### src/rtl/button_click_gesture_classifier_assert.svh
// Assertion macros shared by the button click gesture classifier RTL.
// Depends on clk_i and rst_ni being in scope where the macros are used.
`ifndef BUTTON_CLICK_GESTURE_CLASSIFIER_ASSERT_SVH
`define BUTTON_CLICK_GESTURE_CLASSIFIER_ASSERT_SVH

`ifndef SYNTHESIS

// Checked at every rising edge of clk_i, switched off while in reset
`define BCG_ASSERT(lbl, prop, msg) \
  lbl: assert property (@(posedge clk_i) disable iff (!rst_ni) (prop)) else $error(msg);

// Checked at every rising edge of clk_i, reset included
`define BCG_ASSERT_ALWAYS(lbl, prop, msg) \
  lbl: assert property (@(posedge clk_i) (prop)) else $error(msg);

`else

`define BCG_ASSERT(lbl, prop, msg)
`define BCG_ASSERT_ALWAYS(lbl, prop, msg)

`endif

`endif

### src/rtl/bcg_pkg.sv
// Package for the button click gesture classifier: payload and config types,
// event codes, register indexes and reset values. No dependencies.
`timescale 1ns / 1ps

package bcg_pkg;

  localparam int unsigned TimeW = 32;
  localparam int unsigned CfgW  = 16;

  // Configuration register indexes
  typedef enum logic [1:0] {
    CFG_DEBOUNCE     = 2'd0,
    CFG_LONG_PRESS   = 2'd1,
    CFG_DOUBLE_CLICK = 2'd2
  } bcg_cfg_idx_e;

  localparam logic [CfgW-1:0] DebounceRst    = 16'd25;
  localparam logic [CfgW-1:0] LongPressRst   = 16'd700;
  localparam logic [CfgW-1:0] DoubleClickRst = 16'd300;

  // Button A key events
  typedef enum logic [1:0] {
    A_NONE    = 2'd0,
    A_PRESS   = 2'd1,
    A_RELEASE = 2'd2
  } bcg_a_event_e;

  // Button B gesture actions
  typedef enum logic [1:0] {
    B_NONE   = 2'd0,
    B_SINGLE = 2'd1,
    B_DOUBLE = 2'd2,
    B_LONG   = 2'd3
  } bcg_b_action_e;

  typedef struct packed {
    logic [TimeW-1:0] now_ms;
    logic             level_a;
    logic             level_b;
    logic             link_up;
  } bcg_in_t;

  typedef struct packed {
    bcg_a_event_e  a_event;
    bcg_b_action_e b_action;
  } bcg_out_t;

  typedef struct packed {
    logic [CfgW-1:0] debounce_ms;
    logic [CfgW-1:0] long_press_ms;
    logic [CfgW-1:0] double_click_ms;
  } bcg_cfg_t;

  // Debounced level of one button for the current sample and the one before
  typedef struct packed {
    logic cur;
    logic prev;
  } bcg_level_t;

endpackage

### src/rtl/button_click_gesture_classifier.sv
// Button click gesture classifier: one result transaction per sample
// transaction, accepted one per cycle while the result register is free or
// being read. A sample is taken into the input register and its result is
// loaded into the result register when that one is free (input register,
// then result register); while out_ready_i is low with a result waiting, the
// sample stays in the input register. Every sample gives exactly one result,
// with zero codes when nothing happened. The debounce and gesture state is
// updated as a sample moves from the input register to the result register.
// Configuration writes are always accepted (cfg_ready_o is tied high);
// reset loads debounce 25 ms, long press 700 ms and double click 300 ms.
// Depends on bcg_pkg, bcg_debounce and bcg_classify.
`timescale 1ns / 1ps
`include "button_click_gesture_classifier_assert.svh"

module button_click_gesture_classifier (
  input  logic                     clk_i,
  input  logic                     rst_ni,
  input  logic                     in_valid_i,
  output logic                     in_ready_o,
  input  bcg_pkg::bcg_in_t         in_data_i,
  output logic                     out_valid_o,
  input  logic                     out_ready_i,
  output bcg_pkg::bcg_out_t        out_data_o,
  input  logic                     cfg_valid_i,
  output logic                     cfg_ready_o,
  input  bcg_pkg::bcg_cfg_idx_e    cfg_index_i,
  input  logic [bcg_pkg::CfgW-1:0] cfg_data_i
);
  import bcg_pkg::*;

  bcg_cfg_t   cfg_q;
  bcg_in_t    in_q;
  logic       in_valid_q;
  bcg_out_t   out_q;
  logic       out_valid_q;
  logic       advance;
  bcg_level_t lvl_a, lvl_b;
  bcg_out_t   result;

  // Configuration registers
  assign cfg_ready_o = 1'b1;

  always_ff @(posedge clk_i or negedge rst_ni) begin
    if (!rst_ni) begin
      cfg_q.debounce_ms     <= DebounceRst;
      cfg_q.long_press_ms   <= LongPressRst;
      cfg_q.double_click_ms <= DoubleClickRst;
    end else if (cfg_valid_i) begin
      unique case (cfg_index_i)
        CFG_DEBOUNCE:     cfg_q.debounce_ms     <= cfg_data_i;
        CFG_LONG_PRESS:   cfg_q.long_press_ms   <= cfg_data_i;
        CFG_DOUBLE_CLICK: cfg_q.double_click_ms <= cfg_data_i;
        default:          ;
      endcase
    end
  end

  // Handshake: the sample moves on whenever the result register is free or being read
  assign advance    = in_valid_q & (~out_valid_q | out_ready_i);
  assign in_ready_o = ~in_valid_q | advance;

  // Input register
  always_ff @(posedge clk_i or negedge rst_ni) begin
    if (!rst_ni) begin
      in_valid_q <= 1'b0;
    end else if (in_ready_o) begin
      in_valid_q <= in_valid_i;
    end
  end

  always_ff @(posedge clk_i) begin
    if (in_valid_i && in_ready_o) begin
      in_q <= in_data_i;
    end
  end

  // Debouncers
  bcg_debounce u_deb_a (
    .clk_i         (clk_i),
    .rst_ni        (rst_ni),
    .step_i        (advance),
    .raw_i         (in_q.level_a),
    .now_i         (in_q.now_ms),
    .debounce_ms_i (cfg_q.debounce_ms),
    .level_o       (lvl_a)
  );

  bcg_debounce u_deb_b (
    .clk_i         (clk_i),
    .rst_ni        (rst_ni),
    .step_i        (advance),
    .raw_i         (in_q.level_b),
    .now_i         (in_q.now_ms),
    .debounce_ms_i (cfg_q.debounce_ms),
    .level_o       (lvl_b)
  );

  // Gesture classification
  bcg_classify u_classify (
    .clk_i     (clk_i),
    .rst_ni    (rst_ni),
    .step_i    (advance),
    .now_i     (in_q.now_ms),
    .link_up_i (in_q.link_up),
    .lvl_a_i   (lvl_a),
    .lvl_b_i   (lvl_b),
    .cfg_i     (cfg_q),
    .result_o  (result)
  );

  // Result register
  always_ff @(posedge clk_i or negedge rst_ni) begin
    if (!rst_ni) begin
      out_valid_q <= 1'b0;
    end else if (advance) begin
      out_valid_q <= 1'b1;
    end else if (out_ready_i) begin
      out_valid_q <= 1'b0;
    end
  end

  always_ff @(posedge clk_i) begin
    if (advance) begin
      out_q <= result;
    end
  end

  assign out_valid_o = out_valid_q;
  assign out_data_o  = out_q;

  `BCG_ASSERT(result_from_sample,
    $rose(out_valid_q) |-> $past(in_valid_q),
    "result appeared without a sample in the input register")
  `BCG_ASSERT(stalled_sample_kept,
    in_valid_q && !advance |=> in_valid_q && $stable(in_q),
    "waiting sample lost or changed")
  `BCG_ASSERT_ALWAYS(no_result_in_reset,
    !rst_ni |=> !out_valid_q && !in_valid_q,
    "valid flags set during reset")

endmodule

### src/rtl/bcg_debounce.sv
// Lockout debouncer for one button: holds the debounced level and the time
// of the last accepted change. Depends on bcg_pkg.
`timescale 1ns / 1ps

module bcg_debounce (
  input  logic                      clk_i,
  input  logic                      rst_ni,
  input  logic                      step_i,
  input  logic                      raw_i,
  input  logic [bcg_pkg::TimeW-1:0] now_i,
  input  logic [bcg_pkg::CfgW-1:0]  debounce_ms_i,
  output bcg_pkg::bcg_level_t       level_o
);
  import bcg_pkg::*;

  logic             level_q, level_d;
  logic [TimeW-1:0] when_q, when_d;
  logic [TimeW-1:0] since;
  logic             take;

  // Accept a change only once the lockout time has run out (wrapping time)
  always_comb begin
    since   = now_i - when_q;
    take    = (raw_i != level_q) && (since >= {{(TimeW-CfgW){1'b0}}, debounce_ms_i});
    level_d = take ? raw_i : level_q;
    when_d  = take ? now_i : when_q;
  end

  // The level seen by the previous sample is the stored one
  assign level_o.cur  = level_d;
  assign level_o.prev = level_q;

  always_ff @(posedge clk_i or negedge rst_ni) begin
    if (!rst_ni) begin
      level_q <= 1'b0;
      when_q  <= '0;
    end else if (step_i) begin
      level_q <= level_d;
      when_q  <= when_d;
    end
  end

endmodule

### src/rtl/bcg_classify.sv
// Gesture logic: hold-key press/release for button A and single, double
// and long press classification for button B. Depends on bcg_pkg.
`timescale 1ns / 1ps
`include "button_click_gesture_classifier_assert.svh"

module bcg_classify (
  input  logic                      clk_i,
  input  logic                      rst_ni,
  input  logic                      step_i,
  input  logic [bcg_pkg::TimeW-1:0] now_i,
  input  logic                      link_up_i,
  input  bcg_pkg::bcg_level_t       lvl_a_i,
  input  bcg_pkg::bcg_level_t       lvl_b_i,
  input  bcg_pkg::bcg_cfg_t         cfg_i,
  output bcg_pkg::bcg_out_t         result_o
);
  import bcg_pkg::*;

  logic             hold_q, hold_d;
  logic             cons_q, cons_d;
  logic             pend_q, pend_d;
  logic [TimeW-1:0] press_q, press_d;
  logic [TimeW-1:0] rel_q, rel_d;

  logic             a_rise, a_fall, a_press, a_release;
  logic             b_rise, b_fall;
  logic [TimeW-1:0] since_rel_old, since_press, since_rel;
  logic [TimeW-1:0] long_ms, dbl_ms;
  logic             dbl, long_hit, single, new_release;
  logic             cons1, cons2, pend1, pend2;
  bcg_b_action_e    b_act;

  assign long_ms = {{(TimeW-CfgW){1'b0}}, cfg_i.long_press_ms};
  assign dbl_ms  = {{(TimeW-CfgW){1'b0}}, cfg_i.double_click_ms};

  // Button A: press only with the link up, release whenever the key is held
  always_comb begin
    a_rise    = lvl_a_i.cur & ~lvl_a_i.prev;
    a_fall    = ~lvl_a_i.cur & lvl_a_i.prev;
    a_press   = a_rise & ~hold_q & link_up_i;
    a_release = a_fall & hold_q;
    hold_d    = a_press | (hold_q & ~a_release);
  end

  // Button B: double click on press, long press while held, single click
  // once the window after a release has closed
  always_comb begin
    b_rise        = lvl_b_i.cur & ~lvl_b_i.prev;
    b_fall        = ~lvl_b_i.cur & lvl_b_i.prev;
    since_rel_old = now_i - rel_q;

    dbl     = b_rise & pend_q & (since_rel_old < dbl_ms);
    press_d = (b_rise & ~dbl) ? now_i : press_q;
    cons1   = b_rise ? dbl : cons_q;
    pend1   = pend_q & ~dbl;

    // a fresh press starts its hold time at zero
    since_press = (b_rise & ~dbl) ? '0 : (now_i - press_q);
    long_hit    = lvl_b_i.cur & ~cons1 & (since_press >= long_ms);
    cons2       = cons1 | long_hit;

    new_release = b_fall & ~cons2;
    pend2       = pend1 | new_release;
    rel_d       = new_release ? now_i : rel_q;
    cons_d      = cons2 & ~b_fall;

    since_rel = new_release ? '0 : since_rel_old;
    single    = pend2 & ~lvl_b_i.cur & (since_rel >= dbl_ms);
    pend_d    = pend2 & ~single;

    b_act = B_NONE;
    priority if (single)   b_act = B_SINGLE;
    else if (long_hit)     b_act = B_LONG;
    else if (dbl)          b_act = B_DOUBLE;
  end

  // Result for this sample; B actions are muted while the link is down
  always_comb begin
    result_o.a_event  = a_press ? A_PRESS : (a_release ? A_RELEASE : A_NONE);
    result_o.b_action = link_up_i ? b_act : B_NONE;
  end

  always_ff @(posedge clk_i or negedge rst_ni) begin
    if (!rst_ni) begin
      hold_q  <= 1'b0;
      cons_q  <= 1'b0;
      pend_q  <= 1'b0;
      press_q <= '0;
      rel_q   <= '0;
    end else if (step_i) begin
      hold_q  <= hold_d;
      cons_q  <= cons_d;
      pend_q  <= pend_d;
      press_q <= press_d;
      rel_q   <= rel_d;
    end
  end

  `BCG_ASSERT(a_release_needs_hold,
    step_i && result_o.a_event == A_RELEASE |-> hold_q,
    "A release reported without the key held")
  `BCG_ASSERT(a_press_needs_link,
    step_i && result_o.a_event == A_PRESS |-> link_up_i && !hold_q,
    "A press reported with link down or key already held")
  `BCG_ASSERT(state_holds_when_idle,
    !step_i |=> $stable(hold_q) && $stable(pend_q) && $stable(press_q) && $stable(rel_q),
    "gesture state moved without a sample")

endmodule
### config.mk
export PLATFORM = sky130hd
export DESIGN_NAME = button_click_gesture_classifier
export DESIGN_NICKNAME = d
export VERILOG_FILES = /design/src/rtl/bcg_pkg.sv /design/src/rtl/button_click_gesture_classifier.sv /design/src/rtl/bcg_debounce.sv /design/src/rtl/bcg_classify.sv
export VERILOG_INCLUDE_DIRS = /design/src /design/src/rtl
export SDC_FILE = /design/constraint.sdc
export NUM_CORES = 1
export LEC_CHECK = 0
export BUFFER_PORTS_ARGS = -buffer_cell sky130_fd_sc_hd__buf_2
export CORE_MARGIN = 1.5
export CORE_UTILIZATION = 47
export DETAILED_ROUTE_END_ITERATION = 10
export PLACE_DENSITY_LB_ADDON = 0.2
export SYNTH_ARGS = -nofsm -noshare
export SYNTH_HDL_FRONTEND = slang
export SYNTH_SLANG_ARGS = --single-unit
### constraint.sdc
create_clock -name clk_i -period 6.4 [get_ports clk_i]
set_input_delay 1.28 -clock clk_i [delete_from_list [all_inputs] [get_ports clk_i]]
set_output_delay 1.28 -clock clk_i [all_outputs]
set_load 0.05 [all_outputs]
==> results.toml <==
[timing]
slew_violations = 0
slew_headroom_pct = 33.1
clock.fmax_ghz = 0.155
fin_ws_ns = -0.0337
rsz0062_at_grt = "yes"
tns_ns = -0.0423
fin_worst_skew_ns = 0.0134
holdWs_ns = 0.484
setup_viol_count_final = 2
final-hold-violation-count = 0
post-route-period-util_pct = 101
fin_crit_ns = 6.43
tightest_slew_ns = 1.00

[floorplan]
die_width_um = 199
core_sq_mm = 0.0377
ios = 65
start_util_pct = 47.7
dieArea_sq_mm = 0.0394
rows = 71
fp.dieH_um = 199

[drt]
drtAntennaViolNets = 0
wl_per_cell_um = 18.7
routed_wirelength_mm = 51.8
vias = 15700
avgViaCountPerCell = 5.67
drc_errors = 0
first_pass_iters = 5
drt_iter0_markers = 644

[placement]
io_buffers = 63
dp.cells = 2698
pre_cts_slack_ns = -0.793
hpwl_mm = 41.4
finalWeightedCongestion = 0.953

[pwr]
total_power_w = 0.0101
p_leak_nw = 9.79
pwr_density_cell_mw_per_mm2 = 478
vdd.ir_drop.worst_mv = 0.252

[global_route]
overflow = 0
grt_max_degree = 98
grt_antenna_before_repair = 0
grt_pass1_wl_mm = 81.5
first_global_vias = 15400
grt_use_total_pct = 26.5

[worst_setup_path]
r2r_slack_ns = -0.03
critPathSlowestCell = "or4_4"
crit_type = "reg2reg"
critPathCaptureType = "flip-flop"
endpoint = "out_data_o[1]$_SDFFCE_PP0P_"
cp-start-kind = "flip-flop"
critPathMaxStageDelay_ns = 0.44
required_ns = 6.73
r2r_cells = 34
r2r-end = "out_data_o[1]$_SDFFCE_PP0P_"
cp_max_fo = 4
critPathArrivalTime_ns = 6.76
crit_start = "in_q[3]$_DFFE_PP_"
timing.rr.start = "in_q[3]$_DFFE_PP_"

[cells_and_area]
drive_gt1_share_pct = 20.4
finalNonFillerCells = 2762
area_delta_synth_final_pct = 17.9
antenna_cells = 0
nNetsFinal = 2493

[clock_network]
clkLatencyLatePin_ns = 0.57
htreeDepth = 1
clk_pin_slew_ns = 0.06
cts_buffers = 29
cts_buffer_depth = 3
tritoncts = "yes"
cts_root_buffer = "clkbuf_16"
cts.sinks = 222

[synth]
avgSynthCellArea_sq_um = 8.79
synthDistinctLibCells = 89
synth_flop_cell = "dfrtp_1"
synth_seq_cells = 222
synth-edff-count = 39
syn-num-nets = 2310
yosysTopAreaCell = "dfrtp_1"
ys_top_cells_by_count = "209 x inv_1, 203 x ha_1, 203 x nand2_1"
netlist_area_sq_mm = 0.0180
yosysWarnings = 0
netlist_instances = 2045
synth_area_leaders = "dfrtp_1 24%, ha_1 14%, edfxtp_1 6.5%, a21oi_1 4.6%, mux2_2 4.5%"
ys_seq_area_share_pct = 32.1
yosysTopAreaCellShare_pct = 23.7
synthArstFlopShare_pct = 82.4
yosys.cell_count.top_type = "inv_1"

[run_status]
status = "complete, but fails checks"
violations = "setup timing"

[min_path]
hold_class = "reg2reg"
holdPathStages = 1

[job]
drv_cap = 0
-- where the power goes --
group	switching, W	internal (W)
registers	0.000206	0.00186
logic	0.00349	0.00280
clock network	0.000665	0.00110
-- registers in the layout, summed over array words and instances, names as in the netlist --
register,cells
u_deb_b.when_q,32
u_classify.rel_q,32
in_valid_q,1
out_valid_o,1
u_classify.pend_q,1
u_deb_a.level_q,1
u_deb_b.level_q,1
u_deb_a.when_q,32
out_data_o,4
u_classify.hold_q,1
u_classify.cons_q,1
u_classify.press_q,32
cfg_q,48
in_q,35
-- kinds of logic after synthesis --
logic type | Yosys count | synth area share, %
AO/OA/AOI/OAI | 581 | 20.3
XOR/XNOR | 83 | 4.05
adder cells (fa/ha/maj) | 207 | 14.6
buffers and inverters | 271 | 6.11
flip-flops | 222 | 32.1
multiplexers | 113 | 7.42
other | 1 | 0.0209
AND/OR/NAND/NOR | 567 | 15.4
-- worst min path at each step --
stage                                                from                               to
after global placement    u_classify.rel_q[0]$_DFFE_PN0P_  u_classify.rel_q[0]$_DFFE_PN0P_
after global routing        u_deb_a.when_q[5]$_DFFE_PN0P_    u_deb_a.when_q[5]$_DFFE_PN0P_
after floorplan           u_classify.rel_q[1]$_DFFE_PN0P_  u_classify.rel_q[1]$_DFFE_PN0P_
after detailed placement  u_classify.rel_q[1]$_DFFE_PN0P_  u_classify.rel_q[1]$_DFFE_PN0P_
after CTS                 u_classify.rel_q[1]$_DFFE_PN0P_  u_classify.rel_q[1]$_DFFE_PN0P_
final                       u_deb_a.when_q[5]$_DFFE_PN0P_    u_deb_a.when_q[5]$_DFFE_PN0P_
-- worst max-delay path: cells and delay by family (launching register included) --
family / cells / cell delay (ns)
flops: 1 / 0.41
xor+xnor: 1 / 0.10
compound gates: 14 / 2.38
simple gates: 9 / 1.50
fa+ha+maj: 4 / 1.02
buf+inv: 6 / 0.77
-- cell usage in the layout, fill, tap and decap left out, drive strengths merged, types with 15 or more instances in the layout --
cell type / netlist / layout
a211oi: 17 / 17
a21o: 56 / 56
a21oi: 168 / 168
a31oi: 19 / 19
and2: 25 / 25
buf: 17 / 213
clkbuf: 45 / 32
dfrtp: 170 / 170
edfxtp: 39 / 39
ha: 203 / 203
inv: 209 / 210
mux2: 101 / 101
nand2: 203 / 203
nand2b: 26 / 26
nand3: 33 / 33
nand4: 37 / 37
nor2: 113 / 113
nor3: 31 / 31
nor4: 15 / 15
o211ai: 23 / 23
o21a: 22 / 22
o21ai: 170 / 170
xnor2: 48 / 48
xor2: 35 / 35
-- routing by layer --
| metal | share of wire (%) | track usage, % |
|---|---|---|
| met1 | 46 | 35.9 |
| met2 | 47 | 44.8 |
| met5 | 0 | 0 |
| met4 | 3.0 | 7.58 |
| met3 | 4.1 | 2.58 |
-- stage by stage --
stage / instance area, sq um / util, %
2_1_floorplan: 18000 / -
3_3_place_gp: 19700 / 52.4
3_5_place_dp: 19700 / 52.4
4_1_cts: 20900 / 55.5
5_1_grt: 21200 / 56.2
6_report: 21200 / 56.2
-- area by class of cell --
type | count | area (sq um)
Inverter | 209 | 785
Multi-Input combinational cell | 1552 | 11500
Clock inverter | 23 | 285
Tap cell | 511 | 639
Sequential cell | 222 | 5770
Timing Repair Buffer | 214 | 1490
Clock buffer | 31 | 754
Fill cell | 3544 | 16500
-- what timing repair did --
action                                  CTS  global route
hold buffers                              0             0
endpoints found under the setup margin    4             4
buffers inserted                          4             7
pin swaps                                39            51
gates resized for setup                  25            48
Power figures use the tool's default switching activity.
